`src/hdl/xyli_pkg.sv`:
```
package xyli_pkg;

    // Defaults for the top-level parameters
    localparam int STAGES_DEF     = 8;
    localparam int COUNT_BITS_DEF = 16;

    // Fixed field widths
    localparam int FIELD_BITS = 16;
    localparam int SLOT_BITS  = 3;
    // Signed partial sum of the serial cross product
    localparam int ACC_BITS   = FIELD_BITS + 2;

    // Request codes
    localparam logic [1:0] REQ_TICK  = 2'd0;
    localparam logic [1:0] REQ_STAGE = 2'd1;
    localparam logic [1:0] REQ_START = 2'd2;

    typedef enum logic [2:0] {
        ST_IDLE,
        ST_CROSS,
        ST_APPLY,
        ST_SKIP_WAIT,
        ST_SKIP_CHK,
        ST_START_WAIT,
        ST_START_LOAD,
        ST_EMIT
    } xyli_state_t;

    typedef struct packed {
        logic [1:0]            req_type;
        logic                  limit_hit;
        logic [SLOT_BITS-1:0]  stage_slot;
        logic [FIELD_BITS-1:0] stage_pulses;
        logic [FIELD_BITS-1:0] stage_period;
        logic                  move_dir_x;
        logic                  move_dir_y;
        logic                  octant;
        logic [FIELD_BITS-1:0] pulses_x;
        logic [FIELD_BITS-1:0] pulses_y;
    } xyli_cmd_t;

    typedef struct packed {
        logic                  step_pin_x;
        logic                  step_pin_y;
        logic                  dir_pin_x;
        logic                  dir_pin_y;
        logic [FIELD_BITS-1:0] tick_period;
        logic                  period_update;
        logic                  move_busy;
        logic                  limit_stopped;
    } xyli_res_t;

endpackage

```
`src/hdl/xyli_if.sv`:
```
interface xyli_cmd_if;
    import xyli_pkg::*;

    logic      valid;
    logic      ready;
    xyli_cmd_t data;

    modport source (output valid, output data, input ready);
    modport sink   (input valid, input data, output ready);
endinterface

interface xyli_res_if;
    import xyli_pkg::*;

    logic      valid;
    logic      ready;
    xyli_res_t data;

    modport source (output valid, output data, input ready);
    modport sink   (input valid, input data, output ready);
endinterface

```
`src/hdl/xyli_ram.sv`:
```
module xyli_ram #(
    parameter  int WIDTH     = 32,
    parameter  int DEPTH     = 8,
    localparam int ADDR_BITS = (DEPTH > 1) ? $clog2(DEPTH) : 1
) (
    input  logic                 clk,
    input  logic                 we,
    input  logic [ADDR_BITS-1:0] waddr,
    input  logic [WIDTH-1:0]     wdata,
    input  logic [ADDR_BITS-1:0] raddr,
    output logic [WIDTH-1:0]     rdata
);

    logic [WIDTH-1:0] mem_reg [DEPTH];
    logic [WIDTH-1:0] rdata_reg;

    always_ff @(posedge clk)
    begin
        if (we)
        begin
            mem_reg[waddr] <= wdata;
        end
        rdata_reg <= mem_reg[raddr];
    end

    assign rdata = rdata_reg;

endmodule

```
`src/hdl/xy_line_step_interpolator.sv`:
```
// Channel | Dir | Handshake         | Payload
// cmd     | in  | valid/ready       | xyli_cmd_t: tick, stage write or move start
// res     | out | valid/ready       | xyli_res_t: pin levels, period, status
//
// One transaction in, one transaction out. Stage writes, plain ticks and ignored
// requests go from IDLE to EMIT; a move start waits in START_WAIT and START_LOAD
// for the stage table read. A stepping tick runs the bit-serial cross product loop
// in CROSS and APPLY, plus SKIP_WAIT and SKIP_CHK per entry examined when a stage ends.
// Reset (rst_n low, async) clears all motion state; the stage table has no reset.
// cmd is taken only in IDLE; a finished result waits in the res register while
// the next cmd transaction is accepted, and only EMIT stalls on res.ready.
module xy_line_step_interpolator #(
    parameter int STAGES     = xyli_pkg::STAGES_DEF,
    parameter int COUNT_BITS = xyli_pkg::COUNT_BITS_DEF
) (
    input  logic          clk,
    input  logic          rst_n,
    xyli_cmd_if.sink      cmd,
    xyli_res_if.source    res
);
    import xyli_pkg::*;

    localparam int ADDR_BITS = (STAGES > 1) ? $clog2(STAGES) : 1;
    localparam int IDX_BITS  = $clog2(STAGES + 1);
    localparam int BIT_BITS  = $clog2(COUNT_BITS);
    localparam int CMP_BITS  = (COUNT_BITS > FIELD_BITS) ? COUNT_BITS : FIELD_BITS;
    localparam int ENT_BITS  = 2 * FIELD_BITS;

    // Sequencer and motion state
    xyli_state_t            state_reg,       state_next;
    logic [COUNT_BITS-1:0]  count_x_reg,     count_x_next;
    logic [COUNT_BITS-1:0]  count_y_reg,     count_y_next;
    logic [FIELD_BITS-1:0]  stage_count_reg, stage_count_next;
    logic [IDX_BITS-1:0]    stage_index_reg, stage_index_next;
    logic                   busy_reg,        busy_next;
    logic                   halted_reg,      halted_next;
    logic                   pend_x_reg,      pend_x_next;
    logic                   pend_y_reg,      pend_y_next;
    logic [1:0]             pin_reg,         pin_next;
    logic [1:0]             dir_reg,         dir_next;
    logic                   oct_reg,         oct_next;
    logic [FIELD_BITS-1:0]  total_x_reg,     total_x_next;
    logic [FIELD_BITS-1:0]  total_y_reg,     total_y_next;
    logic [FIELD_BITS-1:0]  period_reg,      period_next;
    logic                   loaded_reg,      loaded_next;

    // Bit-serial cross product: count copies shift out LSB first
    logic [COUNT_BITS-1:0]  sx_reg,          sx_next;
    logic [COUNT_BITS-1:0]  sy_reg,          sy_next;
    logic signed [ACC_BITS-1:0] acc_reg,     acc_next;
    logic [BIT_BITS-1:0]    bit_reg,         bit_next;

    // Result register
    logic                   res_valid_reg,   res_valid_next;
    xyli_res_t              res_data_reg,    res_data_next;

    // Stage table
    logic                   ram_we;
    logic [ENT_BITS-1:0]    ram_rdata;
    logic [FIELD_BITS-1:0]  rd_pulses;
    logic [FIELD_BITS-1:0]  rd_period;

    // Datapath helpers
    logic signed [ACC_BITS-1:0] term_pos;
    logic signed [ACC_BITS-1:0] term_neg;
    logic signed [ACC_BITS-1:0] acc_sum;
    logic                   f_neg;
    logic                   step_x;
    logic                   step_y;
    logic [COUNT_BITS-1:0]  cx_new;
    logic [COUNT_BITS-1:0]  cy_new;
    logic [FIELD_BITS-1:0]  sc_inc;
    logic                   dom_done;

    xyli_ram #(
        .WIDTH (ENT_BITS),
        .DEPTH (STAGES)
    ) u_stage_ram (
        .clk   (clk),
        .we    (ram_we),
        .waddr (ADDR_BITS'(cmd.data.stage_slot)),
        .wdata ({cmd.data.stage_pulses, cmd.data.stage_period}),
        .raddr (stage_index_reg[ADDR_BITS-1:0]),
        .rdata (ram_rdata)
    );

    assign rd_pulses = ram_rdata[ENT_BITS-1:FIELD_BITS];
    assign rd_period = ram_rdata[FIELD_BITS-1:0];

    // acc' = (acc + cy[b]*NX - cx[b]*NY) >>> 1; the dropped LSBs are nonnegative,
    // so the final acc carries the sign of the full product difference.
    assign term_pos = sy_reg[0] ? $signed({2'b00, total_x_reg}) : '0;
    assign term_neg = sx_reg[0] ? $signed({2'b00, total_y_reg}) : '0;
    assign acc_sum  = acc_reg + term_pos - term_neg;

    assign f_neg  = acc_reg[ACC_BITS-1];
    assign step_x = oct_reg ? !f_neg : 1'b1;
    assign step_y = oct_reg ? 1'b1 : f_neg;
    assign cx_new = step_x ? count_x_reg + 1'b1 : count_x_reg;
    assign cy_new = step_y ? count_y_reg + 1'b1 : count_y_reg;
    assign sc_inc = stage_count_reg + 1'b1;

    // End of move once the dominant axis reaches its total
    assign dom_done = oct_reg ? (CMP_BITS'(cy_new) >= CMP_BITS'(total_y_reg))
                              : (CMP_BITS'(cx_new) >= CMP_BITS'(total_x_reg));

    always_ff @(posedge clk or negedge rst_n)
    begin
        if (!rst_n)
        begin
            state_reg       <= ST_IDLE;
            count_x_reg     <= '0;
            count_y_reg     <= '0;
            stage_count_reg <= '0;
            stage_index_reg <= '0;
            busy_reg        <= 1'b0;
            halted_reg      <= 1'b0;
            pend_x_reg      <= 1'b0;
            pend_y_reg      <= 1'b0;
            pin_reg         <= '0;
            dir_reg         <= '0;
            oct_reg         <= 1'b0;
            total_x_reg     <= '0;
            total_y_reg     <= '0;
            period_reg      <= '0;
            loaded_reg      <= 1'b0;
            res_valid_reg   <= 1'b0;
        end
        else
        begin
            state_reg       <= state_next;
            count_x_reg     <= count_x_next;
            count_y_reg     <= count_y_next;
            stage_count_reg <= stage_count_next;
            stage_index_reg <= stage_index_next;
            busy_reg        <= busy_next;
            halted_reg      <= halted_next;
            pend_x_reg      <= pend_x_next;
            pend_y_reg      <= pend_y_next;
            pin_reg         <= pin_next;
            dir_reg         <= dir_next;
            oct_reg         <= oct_next;
            total_x_reg     <= total_x_next;
            total_y_reg     <= total_y_next;
            period_reg      <= period_next;
            loaded_reg      <= loaded_next;
            res_valid_reg   <= res_valid_next;
        end
    end

    // Working registers, no reset needed
    always_ff @(posedge clk)
    begin
        sx_reg       <= sx_next;
        sy_reg       <= sy_next;
        acc_reg      <= acc_next;
        bit_reg      <= bit_next;
        res_data_reg <= res_data_next;
    end

    always_comb
    begin
        state_next       = state_reg;
        count_x_next     = count_x_reg;
        count_y_next     = count_y_reg;
        stage_count_next = stage_count_reg;
        stage_index_next = stage_index_reg;
        busy_next        = busy_reg;
        halted_next      = halted_reg;
        pend_x_next      = pend_x_reg;
        pend_y_next      = pend_y_reg;
        pin_next         = pin_reg;
        dir_next         = dir_reg;
        oct_next         = oct_reg;
        total_x_next     = total_x_reg;
        total_y_next     = total_y_reg;
        period_next      = period_reg;
        loaded_next      = loaded_reg;
        sx_next          = sx_reg;
        sy_next          = sy_reg;
        acc_next         = acc_reg;
        bit_next         = bit_reg;
        res_data_next    = res_data_reg;
        res_valid_next   = res_valid_reg;
        ram_we           = 1'b0;

        cmd.ready = (state_reg == ST_IDLE);

        if (res.ready)
        begin
            res_valid_next = 1'b0;
        end

        case (state_reg)
            ST_IDLE:
            begin
                if (cmd.valid)
                begin
                    loaded_next = 1'b0;
                    state_next  = ST_EMIT;
                    case (cmd.data.req_type)
                        REQ_STAGE:
                        begin
                            if (int'(cmd.data.stage_slot) < STAGES)
                            begin
                                ram_we = 1'b1;
                            end
                        end
                        REQ_START:
                        begin
                            if (!busy_reg)
                            begin
                                if (halted_reg)
                                begin
                                    halted_next = 1'b0;
                                    pend_x_next = 1'b0;
                                    pend_y_next = 1'b0;
                                end
                                dir_next         = {cmd.data.move_dir_y, cmd.data.move_dir_x};
                                oct_next         = cmd.data.octant;
                                total_x_next     = cmd.data.pulses_x;
                                total_y_next     = cmd.data.pulses_y;
                                busy_next        = 1'b1;
                                stage_index_next = '0;
                                stage_count_next = '0;
                                count_x_next     = '0;
                                count_y_next     = '0;
                                state_next       = ST_START_WAIT;
                            end
                        end
                        REQ_TICK:
                        begin
                            if (!halted_reg)
                            begin
                                if (cmd.data.limit_hit)
                                begin
                                    // limit stop keeps pin levels
                                    halted_next      = 1'b1;
                                    busy_next        = 1'b0;
                                    count_x_next     = '0;
                                    count_y_next     = '0;
                                    stage_count_next = '0;
                                    stage_index_next = '0;
                                end
                                else if (pend_x_reg || pend_y_reg)
                                begin
                                    // finish the pulses from the last tick
                                    pin_next    = pin_reg ^ {pend_y_reg, pend_x_reg};
                                    pend_x_next = 1'b0;
                                    pend_y_next = 1'b0;
                                end
                                else if (busy_reg)
                                begin
                                    sx_next    = count_x_reg;
                                    sy_next    = count_y_reg;
                                    acc_next   = '0;
                                    bit_next   = '0;
                                    state_next = ST_CROSS;
                                end
                            end
                        end
                        default:
                        begin
                        end
                    endcase
                end
            end

            ST_START_WAIT:
            begin
                state_next = ST_START_LOAD;
            end

            ST_START_LOAD:
            begin
                period_next = rd_period;
                loaded_next = 1'b1;
                state_next  = ST_EMIT;
            end

            ST_CROSS:
            begin
                acc_next = acc_sum >>> 1;
                sx_next  = sx_reg >> 1;
                sy_next  = sy_reg >> 1;
                bit_next = bit_reg + 1'b1;
                if (bit_reg == BIT_BITS'(COUNT_BITS - 1))
                begin
                    state_next = ST_APPLY;
                end
            end

            ST_APPLY:
            begin
                // table entry of the current stage has been on the read port all along
                if (step_x)
                begin
                    pin_next[0] = 1'b0;
                    pend_x_next = 1'b1;
                end
                if (step_y)
                begin
                    pin_next[1] = 1'b0;
                    pend_y_next = 1'b1;
                end
                count_x_next = cx_new;
                count_y_next = cy_new;
                if (sc_inc >= rd_pulses)
                begin
                    stage_count_next = '0;
                    stage_index_next = stage_index_reg + 1'b1;
                    state_next       = ST_SKIP_WAIT;
                end
                else
                begin
                    stage_count_next = sc_inc;
                    state_next       = ST_EMIT;
                end
                if (dom_done)
                begin
                    busy_next = 1'b0;
                end
            end

            ST_SKIP_WAIT:
            begin
                // bound first, then read
                if (int'(stage_index_reg) >= STAGES)
                begin
                    busy_next  = 1'b0;
                    state_next = ST_EMIT;
                end
                else
                begin
                    state_next = ST_SKIP_CHK;
                end
            end

            ST_SKIP_CHK:
            begin
                if (rd_pulses == '0)
                begin
                    stage_index_next = stage_index_reg + 1'b1;
                    state_next       = ST_SKIP_WAIT;
                end
                else
                begin
                    period_next = rd_period;
                    loaded_next = 1'b1;
                    state_next  = ST_EMIT;
                end
            end

            ST_EMIT:
            begin
                if (!res_valid_reg || res.ready)
                begin
                    res_valid_next              = 1'b1;
                    res_data_next.step_pin_x    = pin_reg[0];
                    res_data_next.step_pin_y    = pin_reg[1];
                    res_data_next.dir_pin_x     = dir_reg[0];
                    res_data_next.dir_pin_y     = dir_reg[1];
                    res_data_next.tick_period   = period_reg;
                    res_data_next.period_update = loaded_reg;
                    res_data_next.move_busy     = busy_reg;
                    res_data_next.limit_stopped = halted_reg;
                    state_next                  = ST_IDLE;
                end
            end

            default:
            begin
                state_next = ST_IDLE;
            end
        endcase
    end

    assign res.valid = res_valid_reg;
    assign res.data  = res_data_reg;

endmodule

```
`src/flat_wrapper.sv`:
```
// flat-port wrapper written by rule: the top's interface ports become plain ports
module xy_line_step_interpolator_flat import xyli_pkg::*;
#(
    parameter int STAGES     = xyli_pkg::STAGES_DEF,
    parameter int COUNT_BITS = xyli_pkg::COUNT_BITS_DEF
)
  (clk, rst_n, cmd_valid, cmd_data, cmd_ready, res_valid, res_data, res_ready);
  xyli_cmd_if cmd_i ();
  xyli_res_if res_i ();
  input  logic clk;
  input  logic rst_n;
  input wire logic [$bits(cmd_i.valid)-1:0] cmd_valid;
  input wire logic [$bits(cmd_i.data)-1:0] cmd_data;
  output wire logic [$bits(cmd_i.ready)-1:0] cmd_ready;
  output wire logic [$bits(res_i.valid)-1:0] res_valid;
  output wire logic [$bits(res_i.data)-1:0] res_data;
  input wire logic [$bits(res_i.ready)-1:0] res_ready;
  assign cmd_i.valid = cmd_valid;
  assign cmd_i.data = cmd_data;
  assign cmd_ready = cmd_i.ready;
  assign res_valid = res_i.valid;
  assign res_data = res_i.data;
  assign res_i.ready = res_ready;
  xy_line_step_interpolator #(.STAGES(STAGES), .COUNT_BITS(COUNT_BITS)) u_core (.clk(clk), .rst_n(rst_n), .cmd(cmd_i), .res(res_i));
endmodule
```
`config.mk`:
```
export PLATFORM = sky130hd
export DESIGN_NAME = xy_line_step_interpolator_flat
export DESIGN_NICKNAME = d
export VERILOG_FILES = /design/src/hdl/xyli_pkg.sv /design/src/hdl/xyli_if.sv /design/src/hdl/xyli_ram.sv /design/src/hdl/xy_line_step_interpolator.sv /design/src/flat_wrapper.sv
export SDC_FILE = /design/constraint.sdc
export NUM_CORES = 1
export LEC_CHECK = 0
export ABC_AREA = 1
export BUFFER_PORTS_ARGS = -buffer_cell sky130_fd_sc_hd__buf_2
export CORE_ASPECT_RATIO = 0.7
export CORE_UTILIZATION = 61
export DETAILED_ROUTE_END_ITERATION = 10
export PLACE_DENSITY = 0.87
export SLEW_MARGIN = 25
export SYNTH_ARGS = -nofsm -noshare
export SYNTH_HDL_FRONTEND = slang
export SYNTH_SLANG_ARGS = --single-unit
```
`constraint.sdc`:
```
create_clock -name clk -period 8.1 [get_ports clk]
set_clock_uncertainty 0.05 [all_clocks]
set_input_delay 0.405 -clock clk [delete_from_list [all_inputs] [get_ports clk]]
set_output_delay 0.405 -clock clk [all_outputs]
set_load 0.02 [all_outputs]
```
Word level (Yosys, flattened, before mapping):

Memory sizes are Yosys's and may differ from the RTL's. A register that Yosys moved wholly into a read port is not among the register bits.
Index checks and enable logic that the tools add are counted.
Widths: inputs -> output; s select.

* word-level logic and storage cells: 214
* register bits after elaboration: 191
* memory bits (writable): 256
* output and inout port bits: 25
* memories kept: 1
* bits of input ports: 77

* equality and inequality tests: 34
* add/subtract/negate cells: 7
* magnitude comparators: 4
* reductions and logical operators: 28
* multiplexer cells: 108
* bitwise gates (word level): 2

Memories
* u_core.u_stage_ram.mem_reg: words 8, bits a word 32, read ports 1, clocked after memory_dff 1, write ports 1, RTL line xyli_ram.sv:14 `logic [WIDTH-1:0] mem_reg [DEPTH];`

Operators by type and width (number)
* $mux 16: 22
* $pmux 16 s2: 7
* $mux 18: 6
* $add 16x1->16 const B: 3
* $ge 16x16->1: 3
* $mux 4: 12
* $pmux 18 s2: 1
* $mux 1: 31
* $reduce_and 7->1: 4
* $mux 3: 9
* $pmux 3 s8: 1
* $ne 2x1->1 const B: 11
* $add 18x18->18: 1
* $reduce_and 9->1: 2
* $sub 18x18->18: 1
* $logic_not 16->1: 1
* $pmux 4 s2: 2
* $mux 2: 7
* $eq 3x3->1 const B: 4
* $ne 2x2->1 const B: 6
* $ne 3x3->1 const B: 4
* $pmux 4 s3: 1
* $pmux 1 s2: 5
* $reduce_bool 3->1: 3
* 24 further kinds: 36

Depth between registers and ports, before layout:

Gate-level depths: netlist of run 1.

* word-level depth: 7
* depth in mapped cells: 21
* gate-level depth less buffers: 21

Modules after synthesis:

A second synthesis of run 1 with hierarchy kept.

* cell total of the unflattened synthesis: 2501
* area total of the unflattened synthesis: 23326.1 um^2

Modules (own cells, without submodules)
* xyli_ram: cells an instance 1156, sequential area each 8328.0 um^2, instances 1, area each 11872.6 um^2
* xy_line_step_interpolator: cells an instance 1345, sequential area each 5134.9 um^2, instances 1, area each 11453.5 um^2

Least setup slack after synthesis of run 1:

Ideal clock, no wire load.

* kind: register to register
* start point: reg u_core.halted_reg
* end point: reg u_core.acc_reg[0], enable pin
* cell stages (with the launch flop): 6
* buffers on the path: 0
* clock period less this slack: 6.430 ns
* setup time: 0.595 ns
* data arrival time: 5.786 ns
* required time: 7.455 ns
* setup slack: 1.670 ns
* cell sequence: dfrtp_1 inv_1 nand2_1 nor2_1 a21oi_1 nor4_1

* cells in the longest elaborated chain, start to end: 2

RTL lines
* start: declaration: RTL line xy_line_step_interpolator.sv:36 `logic halted_reg, halted_next;`
* start signal: assignment: RTL line xy_line_step_interpolator.sv:137 `halted_reg <= halted_next;`
* $ne 2x2->1 (no line)
* $reduce_and 7->1 (no line)
* end signal: assignment: RTL line xy_line_step_interpolator.sv:156 `acc_reg <= acc_next;`
* end: declaration: RTL line xy_line_step_interpolator.sv:50 `logic signed [ACC_BITS-1:0] acc_reg, acc_next;`

No other way between the ends.
A chain may end at the register's enable or synchronous reset.

Final worst setup path of run 1:

* start point: reg u_core.sy_reg[0]
* end point: reg u_core.acc_reg[9], data pin

* cells in the longest elaborated chain, start to end: 4

RTL lines
* start: declaration: RTL line xy_line_step_interpolator.sv:49 `logic [COUNT_BITS-1:0] sy_reg, sy_next;`
* start signal: assignment: RTL line xy_line_step_interpolator.sv:155 `sy_reg <= sy_next;`
* $mux 16: RTL line xy_line_step_interpolator.sv:92 `assign term_pos = sy_reg[0] ? $signed({2'b00, total_x_reg}) : '0;`
* $add 18x18->18: RTL line xy_line_step_interpolator.sv:94 `assign acc_sum = acc_reg + term_pos - term_neg;`
* $sub 18x18->18: RTL line xy_line_step_interpolator.sv:94
* $pmux 18 s2: RTL line xy_line_step_interpolator.sv:194 `case (state_reg)`

No other way between the ends.

==> flow_summary.toml, run 1 <==
[run_status]
status = "finished clean"

[min_path]
hold_depth = 3
min_delay_worst_endpoint = "u_core.dir_reg[1]"
hp-start = "cmd_data[33]"
hold_path.class = "primary input to flip-flop"

[cts]
clk_path_buf_depth = 3
ctsHoldBuffers = 12
cts_resized = 0
clkTransAtPathRegs_ns = 0.06
post_cts_buffers = 0
cts_buffers = 45
cts_tree = "yes"
clkLatencyLatePin_ns = 0.57
cts.sinks = 478
cts-root-buf = "clkbuf_16"
htreeDepth = 2

[drt]
drc = 0
antenna_left = 0
viasPerCell = 5.696
drt_wl_total_mm = 50.78
drt_first_pass_iters = 6
wire_per_inst_um = 18.61
vias = 15540
first_iter_violations = 1746

[critical_path]
r2r_cells = 11
arrival_ns = 3.82
critical_path_class = "flip-flop to flip-flop"
critPathCaptureType = "flip-flop"
required_ns = 8.36
r2r-start = "u_core.sy_reg[0]"
start_kind = "flip-flop"
r2r-end = "u_core.acc_reg[9]"
cp_max_fo = 16
r2r_setup_slack_ns = 4.54

[layout]
nets = 2376
drive_gt1_share_pct = 10.58
largest_register_ffs = 256
fin_cells = 2728
area.growth.synth_to_final_pct = 11.46

[timing]
worst_pin_slew_ns = 0.9144
rsz0062_at_grt = "no"
max_slew_margin_pct = 39.04
fin_tns_setup_ns = 0
hold_viol = 0
max_clock_freq_mhz = 281.0
fin_crit_sh_pct = 43.93
slew_violations = 0
layout_min_cycle_time_ns = 3.559
finalSetupViolCount = 0

[power_and_ir_drop]
ir_drop_uv = 208.7
p_per_area_nw_per_um2 = 363.1
power.leakage_nw = 10.08

[grt]
grt_max_degree = 119
grt-ovfl-total = 0
track_usage_pct = 28.24
grt_pass1_wl_mm = 80.50
antenna_found_initial = 7
grt_pass1_vias = 15036

[synthesis]
syn_area_um2 = 21790
syn_nets = 2276
yosys-top-cells-area = "edfxtp_1 46%, dfrtp_1 13%, nand2_1 5.8%, o21ai_0 5.2%, nor2_1 5.0%"
synth_top_cell_area_share_pct = 45.75
syn_inst = 2112
yosysTopAreaCell = "edfxtp_1"
avgSynthCellArea_um2 = 10.32
yosysUniqueCellTypes = 53
yosys_warnings = 0
ys_ff_latch = 478
seq_area_frac_synth_pct = 61.79

[floorplan]
core_um2 = 34950
die_y_um = 160.1
dieArea_um2 = 36490
num_io_pins = 102
die_w_um = 227.9
initial_core_util_pct = 62.35
rows = 57

[placement]
post-place-cells = 2624
gp_congestion = 0.9528
port_buffers = 101
hpwl_mm = 32.15

[flow_run]
cap_violations = 0
==> per-layer routing <==
layer	vias to the layer above	wire, µm	part of all wire (%)	GRT usage (%)
li1	7366	-	-	-
met1	7403	22250	44	41.03
met2	671	22740	45	43.11
met3	98	4415	8.7	5.232
met4	2	1364	2.7	9.793
met5	-	13	0.026	0
==> cells in the final DEF, fill, tap and decap left out, drive strengths merged, types with 2 or more instances in the layout <==
cell,synthesis,routed
a21boi,4,4
a21o,3,3
a21oi,64,64
a31oi,33,33
and2,2,2
buf,38,119
clkbuf,40,70
clkinv,0,10
clkinvlp,0,2
dfrtp,114,114
dfxtp,32,32
diode,0,7
dlygate4sd3,0,12
edfxtp,332,332
fa,16,16
ha,71,71
inv,252,253
nand2,346,346
nand3,51,51
nand3b,3,3
nand4,18,18
nor2,303,303
nor3,22,22
nor4,9,9
o21a,4,4
o21ai,261,261
o22ai,48,48
o31ai,2,2
or2,2,2
xor2,35,35
==> through the flow <==
| stage | utilization [%] | cell area (µm²) | hold WS [ns] | worst slack, ns | power [mW] |
|---|---|---|---|---|---|
| floorplan | - | 21790 | 0.05941 | 1.670 | 5.801 |
| global placement | 64.93 | 22690 | 0.3651 | 4.709 | 6.554 |
| detailed placement | 64.93 | 22690 | 0.3638 | 4.649 | 6.694 |
| CTS | 69.35 | 24240 | 0.0004722 | 4.629 | 8.767 |
| global route | 69.48 | 24280 | 0.02525 | 4.349 | 9.422 |
| finish | 69.50 | 24290 | 0.02082 | 4.541 | 8.819 |
==> synth_stat cells (all sizes together) <==
cell type / number
a211oi: 1
a21boi: 4
a21o: 3
a21oi: 64
a22oi: 1
a31oi: 33
and2: 2
buf: 38
clkbuf: 40
dfrtp: 114
dfxtp: 32
edfxtp: 332
fa: 16
ha: 71
inv: 252
nand2: 346
nand3: 51
nand3b: 3
nand4: 18
nor2: 303
nor3: 22
nor3b: 1
nor4: 9
o211ai: 1
o21a: 4
o21ai: 261
o21bai: 1
o22ai: 48
o311ai: 1
o31ai: 2
or2: 2
xnor2: 1
xor2: 35
==> how the worst max path moves through the flow <==
stage                                   end  cells past startpoint  slack (ns)              start
after floorplan           u_core.acc_reg[0]                      5        1.67  u_core.halted_reg
after global placement    u_core.acc_reg[9]                     11        4.71   u_core.sy_reg[0]
after CTS                 u_core.acc_reg[9]                     11        4.63   u_core.sy_reg[0]
final                     u_core.acc_reg[9]                     11        4.54   u_core.sy_reg[0]
after global routing      u_core.acc_reg[9]                     11        4.35   u_core.sy_reg[0]
after detailed placement  u_core.acc_reg[9]                     11        4.65   u_core.sy_reg[0]
==> cells by family after synthesis <==
logic type,Yosys count,share of synthesized area [%]
AND/OR/NAND/NOR,757,14.61
XOR/XNOR,36,1.447
buffers and inverters,330,6.150
AO/OA/AOI/OAI,424,10.46
flip-flops,478,61.79
adder cells (fa/ha/maj),87,5.547
==> power by group <==
part	switching [mW]	internal, mW	total, mW
Clock	0.901	1.14	2.04
Sequential	0.361	3.16	3.52
Combinational	2.20	1.06	3.26
Total	3.46	5.36	8.82
==> cell type report <==
class / instances / area (µm²)
repair buffers: 131 / 787.0
well taps: 472 / 590.6
inverters: 252 / 958.4
fillers: 2457 / 10660
clock buffers: 70 / 1292
clock inverters: 14 / 131.4
multi-input cells: 1304 / 7041
flip-flops and latches: 478 / 13470
diodes: 7 / 17.52
==> critical path, stage by stage, from the launching register on <==
cell and delay, ns:
edfxtp_1 0.79, nand2_1 0.17, fa_1 0.54, fa_1 0.44, inv_1 0.10, nand3_1 0.07
nand2_1 0.11, a21oi_1 0.14, o21ai_1 0.40, a21boi_0 0.20, o21ai_0 0.22, nor2_1 0.06
Note: power is estimated with default switching activity, not from simulation.
==> run 2, diff against run 1 <==
Clock period 8.1 ns to 3.7 ns, I/O delays scaled along.
==> run 2 against run 1 <==
Against the previous run:
- sequential power is 120% higher
- via count increased by 3.2%
- non-clock buffer count rose by 74
==> flow_summary.toml, run 2 (synthesis gave the netlist of run 1 again) <==
[power_and_ir_drop]
power.leakage_nw = 10.43
ir_drop_uv = 469.8
p_per_area_nw_per_um2 = 780.9

[layout]
drive_gt1_share_pct = 11.07
nets = 2449
fill_cells = 2422
mostFrequentLayoutCells = "338 x nand2_1, 332 x edfxtp_1, 286 x nor2_1"
multi_input_area_um2 = 7049
design_area_um2 = 25020
layout_commonest_cell = "nand2_1"
regArea_um2 = 13470
area.growth.synth_to_final_pct = 14.84
final_core_util_pct = 71.61
fin_cells = 2795
largest_register_ffs = 256

[timing]
timing.hold.ws_ns = 0.07039
slew_violations = 0
layout_min_cycle_time_ns = 3.284
max_clock_freq_mhz = 304.5
max_slew_margin_pct = 40.05
finalSetupViolCount = 0
worst_pin_slew_ns = 0.8993
fin_crit_sh_pct = 88.76
rsz0062_at_grt = "no"
fin_tns_setup_ns = 0
hold_viol = 0

[critical_path]
critPathCaptureType = "flip-flop"
critical_path_class = "flip-flop to flip-flop"
required_ns = 3.98
start_kind = "flip-flop"
cp_max_fo = 9
arrival_ns = 3.56

[cts]
cts.sinks = 478
cts_tree = "yes"
htreeDepth = 2
clkTransAtPathRegs_ns = 0.07
clk_path_buf_depth = 3
cts_buffers = 44
clkLatencyLatePin_ns = 0.59
cts-root-buf = "clkbuf_16"
cts_resized = 0

[floorplan]
rows = 57
num_io_pins = 102
dieArea_um2 = 36490
initial_core_util_pct = 62.35
die_w_um = 227.9
die_y_um = 160.1
core_um2 = 34950

[drt]
drc = 0
vias = 16044
first_iter_violations = 1589
drt_first_pass_iters = 5
wire_per_inst_um = 19.38
drt_wl_total_mm = 54.16
antenna_left = 0
viasPerCell = 5.740

[grt]
grt_pass1_vias = 15935
antenna_found_initial = 2
grt_pass1_wl_mm = 85.21
grt-ovfl-total = 0
track_usage_pct = 29.90
grt_max_degree = 81

[flow_run]
cap_violations = 0

[run_status]
status = "finished clean"

[min_path]
hold_path.class = "primary input to flip-flop"

[placement]
hpwl_mm = 33.86
port_buffers = 101
place_area_um2 = 22830
gp_congestion = 0.9159
post-place-cells = 2636
run 2: where the power goes:
part	total (mW)	internal [mW]	switching, mW	leakage (nW)
Sequential	7.68	6.91	0.771	4.71
Clock	4.51	2.48	2.03	0.709
Combinational	7.36	2.40	4.96	5.00
run 2: cell type report:
type / instances / share of cell area (%)
flip-flops and latches: 478 / 53.82
multi-input cells: 1304 / 28.17
repair buffers: 205 / 6.020
clock buffers: 61 / 4.855
inverters: 252 / 3.815
well taps: 472 / 2.360
clock inverters: 21 / 0.9400
diodes: 2 / 0.02000
run 2: routing by layer:
layer	share of wire (%)	GRT usage (%)
met4	2.5	9.549
met1	43	42.86
met5	0	0
met3	8.5	5.000
met2	46	47.10
run 2: path summary, 6_finish.rpt:
check / startpoint / to / slack [ns] / cells after the start
worst max-delay path: u_core.sy_reg[0] / u_core.acc_reg[10] / 0.42 / 12
worst min register to register: u_core.u_stage_ram.rdata[0] / u_core.period_reg[0] / 0.38 / 2
min in group asynchronous: rst_n / u_core.count_y_reg[9] / 0.20 / 2
worst max register to register: u_core.sy_reg[0] / u_core.acc_reg[10] / 0.42 / 12
worst min-delay path: cmd_data[70] / u_core.halted_reg / 0.07 / 5
max in group asynchronous: rst_n / u_core.busy_reg / 2.50 / 3
run 2: metrics by stage:
step,worst slack [ns],total power [mW]
finish,0.4158,19.54
global route,0.1912,20.82
CTS,0.4096,19.40
detailed placement,0.4337,14.76
global placement,0.4436,14.47
floorplan,-0.2519,12.69
run 2: repair_timing:
action                     in CTS  in global routing
hold endpoints to repair      354                  0
setup endpoints to repair       0                  1
hold buffers                   72                  0
setup buffers                   0                  3
run 2: worst max-delay path, stage by stage, from the launching register on:
cell and delay (ns):
edfxtp_1 0.60, buf_4 0.25, nand2_1 0.10, fa_1 0.52, inv_1 0.05, ha_1 0.35, nand2_1 0.12, o21ai_0 0.27
nand2_1 0.11, o211ai_1 0.21, a21boi_0 0.22, nor2_1 0.14, nor2_1 0.06
==> run 3, diff against run 2 <==
Settings changed: GPL_TIMING_DRIVEN set to 0.
==> run 3 against run 2 <==
Against the previous run:
- total power up 3.0%
- sequential power down 1%
- utilization up 1.5 points
- global-route usage up 3.0 points
- wire length up 11%
- sequential share of layout area down 1.1 points
- cell area up 2.1%
- combinational power up 8.7%
- worst hold slack worse by 0.018 ns
- clock-buffer cell count down 3
- register-to-register slack worse by 0.18 ns
- critical path depth up 3
==> flow_summary.toml, run 3 (synthesis gave the netlist of run 1 again) <==
[placement]
post-place-cells = 2722
place_area_um2 = 23370
gp_congestion = 0.9123
port_buffers = 101
hpwl_mm = 41.11

[drt]
wl_met2_mm = 26.68
first_iter_violations = 2521
drt_first_pass_iters = 6
viasPerCell = 6.007
routed.top_layer = "met4"
wire_per_inst_um = 20.82
dr_wl_met3_mm = 7.517
antenna_left = 0
drt_wl_total_mm = 59.94
vias = 17294
drc = 0
wl_met1_mm = 23.62

[power_and_ir_drop]
power.leakage_nw = 10.72
p_per_area_nw_per_um2 = 788.3
ir_drop_uv = 493.7
power_mw = 20.13

[layout]
area.growth.synth_to_final_pct = 17.20
fin_cells = 2879
final_core_util_pct = 73.08
drive_gt1_share_pct = 12.27
design_area_um2 = 25540
nets = 2534
largest_register_ffs = 256
mostFrequentLayoutCells = "338 x nand2_1, 332 x edfxtp_1, 286 x nor2_1"
layout_commonest_cell = "nand2_1"

[timing]
layout_min_cycle_time_ns = 3.466
hold_viol = 0
finalSetupViolCount = 0
max_clock_freq_mhz = 288.5
worst_pin_slew_ns = 0.9022
rsz0062_at_grt = "no"
fin_crit_sh_pct = 93.67
timing.hold.ws_ns = 0.05191
max_slew_margin_pct = 39.53
slew_violations = 0

[floorplan]
num_io_pins = 102
die_y_um = 160.1
dieArea_um2 = 36490
core_um2 = 34950
die_w_um = 227.9
rows = 57
initial_core_util_pct = 62.35

[critical_path]
critical_path_class = "flip-flop to flip-flop"
cp_max_fo = 10
start_kind = "flip-flop"
required_ns = 3.95
critPathCaptureType = "flip-flop"
arrival_ns = 3.72

[grt]
track_usage_pct = 32.95
grt_pass1_wl_mm = 92.69
grt_max_degree = 76
antenna_found_initial = 3
grt_pass1_vias = 16991
grt-ovfl-total = 0

[run_status]
status = "finished clean"

[cts]
htreeDepth = 2
clkLatencyLatePin_ns = 0.56
clkTransAtPathRegs_ns = 0.06
cts_tree = "yes"
clk_path_buf_depth = 3
cts_buffers = 44
cts.sinks = 478
cts-root-buf = "clkbuf_16"

[flow_run]
cap_violations = 0

[min_path]
hold_path.class = "primary input to async pin"
==> run 3: changes by cell type in the layout (fill, tap and decap cells not counted), sizes merged <==
cell         delta
clkbuf         +36
diode           +1
clkinv          -2
inv             +2
bufinv          +1
buf            +44
dlygate4sd3     +2
==> run 3: layout make-up <==
cell class,count,area [µm²]
Antenna cell,3,7.507
Buffer,77,384.1
Clock buffer,58,1205
Clock inverter,22,205.2
Fill cell,2235,9409
Inverter,252,953.4
Multi-Input combinational cell,1304,7058
Sequential cell,478,13460
Tap cell,472,590.6
Timing Repair Buffer,213,1670
==> run 3: critical path: stages, from the launching register on <==
cell      delay (ns)
edfxtp_1        0.36
clkbuf_1        0.17
clkbuf_2        0.22
nand2_1         0.12
inv_1           0.11
fa_1            0.55
inv_1           0.04
ha_1            0.36
nand2_1         0.15
inv_1           0.05
a21oi_1         0.19
o211ai_1        0.20
a21boi_0        0.43
nand2_1         0.09
nand2_1         0.07
nor2_1          0.04
==> run 3: routing by layer <==
layer	global-route usage, %	vias to the layer above
met1	46.93	8181
li1	-	7666
met3	6.446	177
met4	13.27	0
met2	50.22	1270
met5	0	-
==> run 3: final timing paths <==
path	slack, ns	from	to	cells after the start
worst min-delay path	0.05	rst_n	u_core.total_y_reg[8]	2
min in group clk	0.08	cmd_data[70]	u_core.halted_reg	5
worst max register to register	0.23	u_core.sx_reg[0]	u_core.acc_reg[10]	15
max in group asynchronous	2.81	rst_n	u_core.count_x_reg[10]	3
worst max-delay path	0.23	u_core.sx_reg[0]	u_core.acc_reg[10]	15
worst min register to register	0.38	u_core.u_stage_ram.rdata[8]	u_core.period_reg[8]	2
==> run 3: timing repair <==
item	in CTS	in global routing
hold buffers	74	0
endpoints found under the setup margin	0	6
hold endpoints to repair	418	0
setup buffers	0	1
gates resized for setup	0	3
==> run 3: stage by stage <==
step	setup TNS (ns)	setup slack, ns
after floorplan	-48.35	-0.2519
after global placement	-517.52	-2.513
after detailed placement	0	0.04833
after CTS	0	0.02711
after global routing	0	0.04569
final	0	0.2343
==> run 3: where the power goes <==
group | internal [mW] | total, mW | switching, mW
registers | 6.90 | 7.60 | 0.699
clock network | 2.52 | 4.54 | 2.02
logic | 2.57 | 8.00 | 5.42
